### config.mk
export PLATFORM = sky130hd
export DESIGN_NAME = irc_line_tokenizer
export DESIGN_NICKNAME = d
export VERILOG_FILES = /design/src/rtl/irct_pkg.sv /design/src/rtl/irct_step.sv /design/src/rtl/irc_line_tokenizer.sv
export SDC_FILE = /design/constraint.sdc
export NUM_CORES = 1
export LEC_CHECK = 0
export BUFFER_PORTS_ARGS = -buffer_cell sky130_fd_sc_hd__buf_2
export CAP_MARGIN = 20
export CORE_MARGIN = 1
export CORE_UTILIZATION = 35
export CTS_CLUSTER_DIAMETER = 150
export DETAILED_ROUTE_END_ITERATION = 7
export MAX_ROUTING_LAYER = met4
export PLACE_DENSITY = 0.58
export SYNTH_ARGS = -nofsm -noshare
export SYNTH_HDL_FRONTEND = slang
export SYNTH_HIERARCHICAL = 1
export SYNTH_SLANG_ARGS = --single-unit
### constraint.sdc
create_clock -name clk -period 3.2 [get_ports clk]
set_input_delay 0.16 -clock clk [delete_from_list [all_inputs] [get_ports clk]]
set_output_delay 0.16 -clock clk [all_outputs]
set_load 0.05 [all_outputs]
### src/rtl/irct_pkg.sv
// Shared types and constants for the IRC line tokenizer.
`default_nettype none
package irct_pkg;

  localparam int DEF_MAX_PARAMS = 16;

  localparam int            LIMIT_W            = 5;
  localparam int            LEN_LIMIT_W        = 11;
  localparam int            PENDING_W          = 12;
  localparam logic [4:0]    RESET_PARAM_LIMIT  = 5'd16;
  localparam logic [10:0]   RESET_MAX_LINE     = 11'd1024;

  localparam logic REG_PARAM_LIMIT    = 1'b0;
  localparam logic REG_MAX_LINE_BYTES = 1'b1;

  typedef enum logic [3:0] {
    PH_START      = 4'd0,
    PH_TAGS       = 4'd1,
    PH_PFXOPT     = 4'd2,
    PH_PREFIX     = 4'd3,
    PH_CMDSTART   = 4'd4,
    PH_CMDNUM     = 4'd5,
    PH_CMDALPHA   = 4'd6,
    PH_AFTER      = 4'd7,
    PH_PARAMSTART = 4'd8,
    PH_MIDDLE     = 4'd9,
    PH_TRAILING   = 4'd10,
    PH_DONE       = 4'd11
  } phase_t;

  typedef enum logic [2:0] {
    CL_TAGS   = 3'd0,
    CL_PREFIX = 3'd1,
    CL_CMD    = 3'd2,
    CL_MIDDLE = 3'd3,
    CL_TRAIL  = 3'd4,
    CL_SEP    = 3'd5,
    CL_TERM   = 3'd6,
    CL_IGN    = 3'd7
  } byte_class_t;

  typedef struct packed {
    phase_t                 phase;
    logic [1:0]             digits;
    logic [PENDING_W-1:0]   pending;
    logic                   line_error;
    logic                   numeric;
    logic                   cr_seen;
    logic                   drop;
  } line_state_t;

  typedef struct packed {
    byte_class_t  cls;
    logic [3:0]   pidx;
    logic         lend;
    logic         lvalid;
    logic [4:0]   pcount;
    logic         numc;
    logic         dropped;
  } result_t;

endpackage
`default_nettype wire

### src/rtl/irct_step.sv
// Per-byte classification and next-state logic of the tokenizer.
`default_nettype none
module irct_step #(
  parameter int MAX_PARAMS = irct_pkg::DEF_MAX_PARAMS,
  parameter int PCW        = $clog2(MAX_PARAMS + 1)
) (
  input  irct_pkg::line_state_t  st,
  input  logic [PCW-1:0]         params,
  input  logic [7:0]             data_byte,
  input  logic [4:0]             param_limit,
  input  logic [10:0]            max_line_bytes,
  output irct_pkg::line_state_t  st_next,
  output logic [PCW-1:0]         params_next,
  output irct_pkg::result_t      res
);
  import irct_pkg::*;

  localparam int W = PCW + 5;

  localparam logic [7:0] CH_NUL   = 8'h00;
  localparam logic [7:0] CH_LF    = 8'h0A;
  localparam logic [7:0] CH_CR    = 8'h0D;
  localparam logic [7:0] CH_SPACE = 8'h20;
  localparam logic [7:0] CH_COLON = 8'h3A;
  localparam logic [7:0] CH_AT    = 8'h40;

  logic                 is_digit, is_letter, is_sp, is_cr;
  logic                 text_ok, limit_hit;
  phase_t               p;
  byte_class_t          cls;
  logic [W-1:0]         params_w, pidx_w;
  logic [PENDING_W-1:0] pend_next;

  assign is_digit  = (data_byte >= 8'h30) && (data_byte <= 8'h39);
  assign is_letter = ((data_byte >= 8'h41) && (data_byte <= 8'h5A)) ||
                     ((data_byte >= 8'h61) && (data_byte <= 8'h7A));
  assign is_sp     = (data_byte == CH_SPACE);
  assign is_cr     = (data_byte == CH_CR);
  assign text_ok   = (st.phase == PH_CMDALPHA) || (st.phase == PH_AFTER) ||
                     (st.phase == PH_MIDDLE) || (st.phase == PH_TRAILING);
  assign limit_hit = (W'(params) >= W'(param_limit)) || (W'(params) >= W'(MAX_PARAMS));
  assign pend_next = st.pending + PENDING_W'(1);

  always_comb begin
    st_next     = st;
    params_next = params;
    res         = '0;
    res.cls     = CL_IGN;
    res.dropped = st.drop;
    cls         = CL_IGN;
    params_w    = W'(params);
    pidx_w      = '0;

    p = st.phase;
    if ((p == PH_START) && (data_byte != CH_AT)) p = PH_PFXOPT;
    if ((p == PH_PFXOPT) && (data_byte != CH_COLON)) p = PH_CMDSTART;
    if ((p == PH_CMDALPHA) && !is_letter) p = PH_AFTER;
    if ((p == PH_MIDDLE) && (is_sp || is_cr)) p = PH_AFTER;
    if ((p == PH_TRAILING) && is_cr) p = PH_AFTER;

    if (!st.drop) begin
      if (data_byte == CH_LF) begin
        res.cls    = CL_TERM;
        res.lend   = 1'b1;
        res.lvalid = !(st.line_error || ((st.phase != PH_DONE) && !text_ok));
        res.pcount = params_w[4:0];
        res.numc   = st.numeric;
        st_next.phase      = PH_START;
        st_next.digits     = '0;
        st_next.pending    = '0;
        st_next.line_error = 1'b0;
        st_next.numeric    = 1'b0;
        st_next.cr_seen    = 1'b0;
        params_next        = '0;
      end else begin
        if (data_byte == CH_NUL) begin
          if ((st.phase != PH_DONE) && !text_ok) st_next.line_error = 1'b1;
          st_next.phase = PH_DONE;
        end else begin
          unique case (p)
            PH_START: begin
              st_next.phase = PH_TAGS;
              cls = CL_TAGS;
            end
            PH_PFXOPT: begin
              st_next.phase = PH_PREFIX;
              cls = CL_PREFIX;
            end
            PH_TAGS: begin
              if (is_sp) begin
                st_next.phase = PH_PFXOPT;
                cls = CL_SEP;
              end else begin
                st_next.phase = PH_TAGS;
                cls = CL_TAGS;
              end
            end
            PH_PREFIX: begin
              if (is_sp) begin
                st_next.phase = PH_CMDSTART;
                cls = CL_SEP;
              end else begin
                st_next.phase = PH_PREFIX;
                cls = CL_PREFIX;
              end
            end
            PH_CMDSTART: begin
              if (is_digit) begin
                st_next.digits = 2'd1;
                st_next.phase  = PH_CMDNUM;
                cls = CL_CMD;
              end else if (is_letter) begin
                st_next.phase = PH_CMDALPHA;
                cls = CL_CMD;
              end else begin
                st_next.line_error = 1'b1;
                st_next.phase      = PH_DONE;
              end
            end
            PH_CMDNUM: begin
              if (!is_digit) begin
                st_next.line_error = 1'b1;
                st_next.phase      = PH_DONE;
              end else begin
                st_next.digits = st.digits + 2'd1;
                if (st.digits == 2'd2) begin
                  st_next.numeric = 1'b1;
                  st_next.phase   = PH_AFTER;
                end
                cls = CL_CMD;
              end
            end
            PH_CMDALPHA: begin
              cls = CL_CMD;
            end
            PH_AFTER: begin
              if (st.cr_seen || !(is_sp || is_cr) || (is_sp && limit_hit)) begin
                st_next.line_error = 1'b1;
                st_next.phase      = PH_DONE;
              end else if (is_sp) begin
                st_next.phase = PH_PARAMSTART;
                cls = CL_SEP;
              end else begin
                st_next.phase   = PH_AFTER;
                st_next.cr_seen = 1'b1;
                cls = CL_TERM;
              end
            end
            PH_PARAMSTART: begin
              if (is_sp || is_cr) begin
                st_next.line_error = 1'b1;
                st_next.phase      = PH_DONE;
              end else begin
                params_next = params + PCW'(1);
                if (data_byte == CH_COLON) begin
                  st_next.phase = PH_TRAILING;
                  cls = CL_TRAIL;
                end else begin
                  st_next.phase = PH_MIDDLE;
                  cls = CL_MIDDLE;
                end
              end
            end
            PH_MIDDLE: begin
              cls = CL_MIDDLE;
            end
            PH_TRAILING: begin
              cls = CL_TRAIL;
            end
            default: begin
              cls = CL_IGN;
            end
          endcase
          if (((cls == CL_MIDDLE) || (cls == CL_TRAIL)) && (params_next != '0)) begin
            pidx_w = W'(params_next) - W'(1);
          end
        end
        st_next.pending = pend_next;
        if (pend_next > PENDING_W'(max_line_bytes)) begin
          st_next.drop = 1'b1;
          cls    = CL_IGN;
          pidx_w = '0;
        end
        res.cls     = cls;
        res.pidx    = pidx_w[3:0];
        res.dropped = st_next.drop;
      end
    end
  end

endmodule
`default_nettype wire

### src/rtl/irc_line_tokenizer.sv
// Top level of the IRC line tokenizer: input register, line state, result register.
`default_nettype none
// One byte enters per cycle and its label leaves in the cycle after it is taken
// from the input register: an input register, the per-byte phase logic and a
// result register make a two-stage pipeline that accepts a new byte in every
// cycle while the result side takes them. A stalled result holds the pipeline;
// bytes are classified in arrival order against the line state left by the
// byte before. Configuration writes take effect at once and are meant for an
// idle block. Once the pending line exceeds max_line_bytes, dropped stays set
// and every later byte is labelled ignored until reset.
module irc_line_tokenizer #(
  parameter int MAX_PARAMS = irct_pkg::DEF_MAX_PARAMS
) (
  input  logic        clk,
  input  logic        rst,
  input  logic        cfg_we,
  input  logic        cfg_addr,
  input  logic [10:0] cfg_data,
  input  logic        in_valid,
  output logic        in_ready,
  input  logic [7:0]  data_byte,
  output logic        out_valid,
  input  logic        out_ready,
  output logic [2:0]  byte_class,
  output logic [3:0]  param_index,
  output logic        line_end,
  output logic        line_valid,
  output logic [4:0]  param_count,
  output logic        numeric_command,
  output logic        dropped
);
  import irct_pkg::*;

  localparam int PCW = $clog2(MAX_PARAMS + 1);

  logic [4:0]     param_limit;
  logic [10:0]    max_line_bytes;
  logic           s1_valid;
  logic [7:0]     s1_byte;
  line_state_t    st, st_next;
  logic [PCW-1:0] params, params_next;
  result_t        res, out_res;
  logic           advance;

  assign advance  = out_ready || !out_valid;
  assign in_ready = !s1_valid || advance;

  irct_step #(
    .MAX_PARAMS (MAX_PARAMS),
    .PCW        (PCW)
  ) u_step (
    .st             (st),
    .params         (params),
    .data_byte      (s1_byte),
    .param_limit    (param_limit),
    .max_line_bytes (max_line_bytes),
    .st_next        (st_next),
    .params_next    (params_next),
    .res            (res)
  );

  always_ff @(posedge clk) begin
    if (rst) begin
      param_limit    <= RESET_PARAM_LIMIT;
      max_line_bytes <= RESET_MAX_LINE;
    end else if (cfg_we) begin
      unique case (cfg_addr)
        REG_PARAM_LIMIT:    param_limit    <= cfg_data[4:0];
        REG_MAX_LINE_BYTES: max_line_bytes <= cfg_data;
        default:            ;
      endcase
    end
  end

  always_ff @(posedge clk) begin
    if (rst) begin
      s1_valid  <= 1'b0;
      out_valid <= 1'b0;
      st        <= '{phase: PH_START, default: '0};
      params    <= '0;
    end else begin
      if (in_ready) s1_valid <= in_valid;
      if (advance) out_valid <= s1_valid;
      if (s1_valid && advance) begin
        st     <= st_next;
        params <= params_next;
      end
    end
  end

  always_ff @(posedge clk) begin
    if (in_ready && in_valid) s1_byte <= data_byte;
    if (s1_valid && advance) out_res <= res;
  end

  assign byte_class      = out_res.cls;
  assign param_index     = out_res.pidx;
  assign line_end        = out_res.lend;
  assign line_valid      = out_res.lvalid;
  assign param_count     = out_res.pcount;
  assign numeric_command = out_res.numc;
  assign dropped         = out_res.dropped;

endmodule
`default_nettype wire
# == After elaboration in Yosys (flattened, before gate mapping) ==
# Index checks and enable logic that the tools add are counted.
# totals
regBits,69
in_bits,25
output_inout_bits,18
# op_classes
addsub,4
order_cmp,9
eq_ne,40
n_mux,64
bitwise_logic,4
n_reduce_logical,54
# ops
operator,count
$mux 4,13
$mux 3,12
$mux 5,7
$pmux 3 s11,1
$pmux 4 s8,1
$eq 4x3->1 const B,7
$eq 4x4->1 const B,7
$mux 21,1
$mux 1,19
$reduce_and 6->1,3
$eq 8x4->1 const B,2
$eq 8x6->1 const B,2
$ge 8x7->1 const B,2
$le 8x7->1 const B,2
$ne 4x4->1 const B,4
$mux 2,7
$logic_and 1x1->1,13
$add 12x1->12 const B,1
$eq 4x2->1 const B,3
$gt 12x11->1,1
$logic_or 1x1->1,12
$reduce_bool 10->1,1
$ne 3x1->1 const B,3
$reduce_and 9->1,1
other kinds (34),50

# == Depth between registers and ports, before layout ==
# logic_depth
word_depth,25
depth_mapped,16
ltp_nobuf,15

# == Cells and area by module ==
# Netlist, hierarchy kept.
# modules_own_cells
mod,instances,cells_each,area_per_inst_um2,seq_area_each_um2
irc_line_tokenizer,1,218,2592.5,1621.6
irct_step,1,325,2169.6,0.0

# == Worst setup path after synthesis ==
# No wires, ideal clock.
# synth_path
path_type,register to register
from,"register, netlist name st[4]"
to,register out_res (netlist bit param_index[1]) (data pin)
setup_ns,0.146
arrival_time_ns,3.159
t_required_ns,3.054
slack_ns,-0.105
path_stages_with_launch,15
path_buffers,0
path_cell_list,dfxtp_1 -> ha_1 -> and3_1 -> and3_1 -> and3_1 -> xor2_1 -> ha_1 -> o21ai_0 -> o21ai_0 -> nand2b_1 -> o221ai_1 -> o21ai_0 -> a311oi_2 -> or4b_4 -> a21oi_1
# synth_via
elab_chain_cells,3
# synth_lines
element,line_no,source
$add 12x1->12,irct_step.sv:42,assign pend_next = st.pending + PENDING_W'(1);
$gt 12x11->1,irct_step.sv:179,if (pend_next > PENDING_W'(max_line_bytes)) begin
$reduce_or 5->1 (no line),-,
to (signal assigned),irc_line_tokenizer.sv:93,if (s1_valid && advance) out_res <= res;
to (decl),irc_line_tokenizer.sv:42,"result_t res, out_res;"
# No other way between the ends.
# A chain may end at the register's enable or synchronous reset.

# == Worst setup path after layout ==
# layout_path
from,"register, netlist name st[4]"
to,register out_res (netlist bit param_index[0]) (data pin)
# layout_via
elab_chain_cells,3
# layout_lines
element,line_no
$add 12x1->12,irct_step.sv:42
$gt 12x11->1,irct_step.sv:179
$reduce_or 5->1 (no line),-
# No other way between the ends.

==> run_results.csv <==
group,metric,value,unit
outcome,status,"complete, but fails checks",
outcome,violations,"setup timing",
die,pin_count,43,
critical_path,reg2reg_depth,15,
placement,numPortBuffers,42,
yosys,synth_area_leaders,"dfxtp_1, edfxtp_1, nand2b_1",
yosys,ys_warn_count,6,
run,max-cap-violations,0,
yosys,synth_top_area_cell,"dfxtp_1",
yosys,synth_cells,543,
critical_path,r2r_slack,-0.04,ns
clock_network,h-tree-depth,3,
die,core,13200,sq um
route,viasPerCell,5.24,
route,detail-route-antenna-nets,0,
die,dieArea,14100,sq um
cells_and_area,n_antenna_cell,0,
die,start_util,36.0,%
pwr,p_leak,2.21,nW
timing,worst_slack,-0.0365,ns
timing,finalClockSkew,0.0131,ns
clock_network,cts_buffers,9,
pwr,ir_drop,0.000180,V
grt,grt_max_degree,73,
route,drc,0,
placement,placed_area,5270,sq um
yosys,synth.avg_cell_area,8.77,sq um
grt,grt_use_total,18.3,%
critical_path,cp.arrival,3.43,ns
critical_path,critPathLaunchType,"register",
critical_path,path_class,"reg -> reg",
grt,antenna_found_initial,0,
die,die_h,119,microns
yosys,async_flop_share,0,%
pwr,cellPowerDensity,433,nW/um^2
yosys,post-synth-top-area-fraction,18.9,%
critical_path,worst-endpoint-required,3.40,ns
min_path,min_from,"data_byte[4]",
timing,hold_ws,0.00848,ns
yosys,ys_seq_area_share,34.1,%
placement,gp_congestion,0.904,
timing,relSlewSlack,34.2,%
die,num_rows,42,
critical_path,cp-end-kind,"register",
cells_and_area,seqCellArea,1630,sq um
placement,dpl.hpwl,8830,microns
critical_path,worstPathMaxFanout,4,
timing,rsz0062_at_grt,"yes",
route,routed_wl,12300,microns
route,drt_first_iter_violations,264,
timing,hold_violations,0,
cells_and_area,area_growth,22.4,%
cells_and_area,nFillCells,1343,
yosys,ys_types,78,
route,firstDrtPassIters,5,
yosys,synth-seq-cells,69,
clock_network,cts_root_buf,"clkbuf_16",
die,die_w,119,microns
cells_and_area,multi_input_area,3010,sq um
cells_and_area,stdcell_area,5830,sq um
critical_path,r2r_start,"st[4]",
cells_and_area,layout.nets,657,
pwr,power,2.52,mW
route,wire_per_inst,15.5,microns
timing,setup_viol_count_final,4,
min_path,hold_depth,1,
grt,grt_overflow,0,
timing,worst_slew_pin_slew,0.986,ns
clock_network,cts_buffer_depth,2,
clock_network,cts_tree,"built",
yosys,syn_nets,589,
route,vias,4147,
min_path,whs_endpoint,"s1_byte[4]",
clock_network,insertion_delay,0.35,ns
grt,grt_pass1_vias,3936,
grt,grt_pass1_wl,19800,microns
timing,fmaxAchievable,309,MHz
clock_network,path_clk_slew,0.07,ns
timing,post-route-period-util,101,%
timing,drv_slew,0,
yosys,synth_area,4760,sq um
critical_path,rr_endpoint,"param_index[0]",
yosys,synth_edf_count,24,
cells_and_area,drive_gt1_share,22.7,%
yosys,synthFlopType,"dfxtp_1",
min_path,hp-class,"in -> reg",
clock_network,clock-sinks,69,
timing,period_needed,3.24,ns
==> where the power goes <==
part / switching [mW] / internal, mW
clock network: 0.407 / 0.648
registers: 0.0298 / 0.947
logic: 0.283 / 0.210
total: 0.721 / 1.80
==> final cells by class <==
class,count,share of cell area [%]
multi-input combinational,422,51.6
sequential,69,27.9
timing repair buffer,86,9.70
clock buffer,12,4.96
tap,176,3.78
inverter,23,1.48
clock inverter,4,0.558
==> cell usage after synthesis, drive strengths merged (5+ instances only) <==
cell type / n
nor2: 39
nand2: 56
nor2b: 6
mux2i: 32
ha: 21
and3: 6
nor4: 5
o31ai: 6
nand2b: 59
clkbuf: 15
a21oi: 30
xnor2: 10
a22o: 5
a21o: 6
edfxtp: 24
dfxtp: 45
or3: 5
nand3: 11
o21ai: 33
buf: 14
inv: 22
nand4: 6
and2: 9
xor2: 6
nor3: 13
==> cell usage in the layout, fill, tap and decap left out, types with 3 or more instances in the layout <==
cell type	netlist	layout
nand2b_1	59	59
nand2_1	56	56
dfxtp_1	45	43
buf_2	9	42
nor2_1	37	37
buf_4	1	35
mux2i_1	32	32
o21ai_0	33	30
a21oi_1	28	25
edfxtp_1	24	24
inv_1	22	22
ha_1	21	20
clkbuf_16	0	11
nor3_1	12	10
and2_1	9	9
xnor2_1	10	9
nand3_1	9	8
dlygate4sd3_1	0	7
nand4_1	6	6
o31ai_1	6	6
xor2_1	6	5
a21o_1	5	5
a21oi_2	2	5
a22o_1	5	5
nor2b_1	4	4
and4_1	4	4
a211o_1	3	3
and3_4	0	3
o211ai_1	3	3
nor4_1	4	3
or3_1	3	3
and3_1	6	3
a31oi_1	3	3
o21ai_2	0	3
o22ai_1	3	3
a211oi_1	4	3
==> cells by family (layout without fill, tap and decap cells) <==
family | count (synthesis) | count (layout) | synth area share (%)
mux | 32 | 32 | 6.73
flops | 69 | 69 | 34.1
buf+inv | 52 | 125 | 5.62
compound gates | 121 | 121 | 18.1
xor+xnor | 16 | 16 | 2.94
simple gates | 232 | 232 | 27.1
fa+ha+maj | 21 | 21 | 5.52
==> metrics by stage <==
stage	setup WS [ns]	instances	TNS [ns]	util, %
after CTS	-0.000484	790	-0.000484	43.0
after global routing	-0.173	792	-0.642	44.0
after detailed placement	-0.0927	765	-0.337	39.8
after global placement	0.0213	765	0	39.8
final	-0.0365	792	-0.105	44.0
after floorplan	0.0270	543	0	-
==> worst max-delay path by stage <==
| stage | from | endpoint | cells past startpoint |
|---|---|---|---|
| final | st[4] | param_index[0] | 15 |
| after global routing | st[5] | param_index[1] | 12 |
| after CTS | st[4] | param_index[3] | 14 |
| after detailed placement | st[5] | param_index[0] | 14 |
| after global placement | st[4] | param_index[2] | 14 |
| after floorplan | st[5] | param_index[1] | 14 |
==> worst max-delay path: stages (launching register included) <==
cell and delay (ns):
dfxtp_4 0.37, ha_4 0.14, and3_4 0.20, and3_4 0.19, and3_4 0.21, nand3_2 0.10, xnor2_2 0.16, ha_1 0.21
nor2_1 0.13, o21ai_2 0.08, nand2b_1 0.15, o221ai_2 0.07, o21ai_2 0.11, a311oi_2 0.29, or4b_4 0.54, a21boi_2 0.14
==> per-layer routing <==
layer  routed length [microns]  GRT usage (%)
met1                      5610           22.6
met2                      5870           28.6
met3                       483           3.43
met4                       296           8.86
met5                         0              -
==> sequential cells by signal, indices dropped and copies added (netlist names), 3 cells and up <==
name,flops
byte_class,3
max_line_bytes,11
param_count,5
param_index,4
param_limit,5
params,5
s1_byte,8
st,22
==> timing repair <==
action / 4_1_cts / 5_1_grt
setup buffers: 2 / 2
pin swaps: 2 / 14
hold endpoints to repair: 7 / 0
setup endpoints to repair: 4 / 5
gates resized for setup: 5 / 23
hold buffers: 7 / 0
No activity file was read; power rests on OpenSTA's default activity.
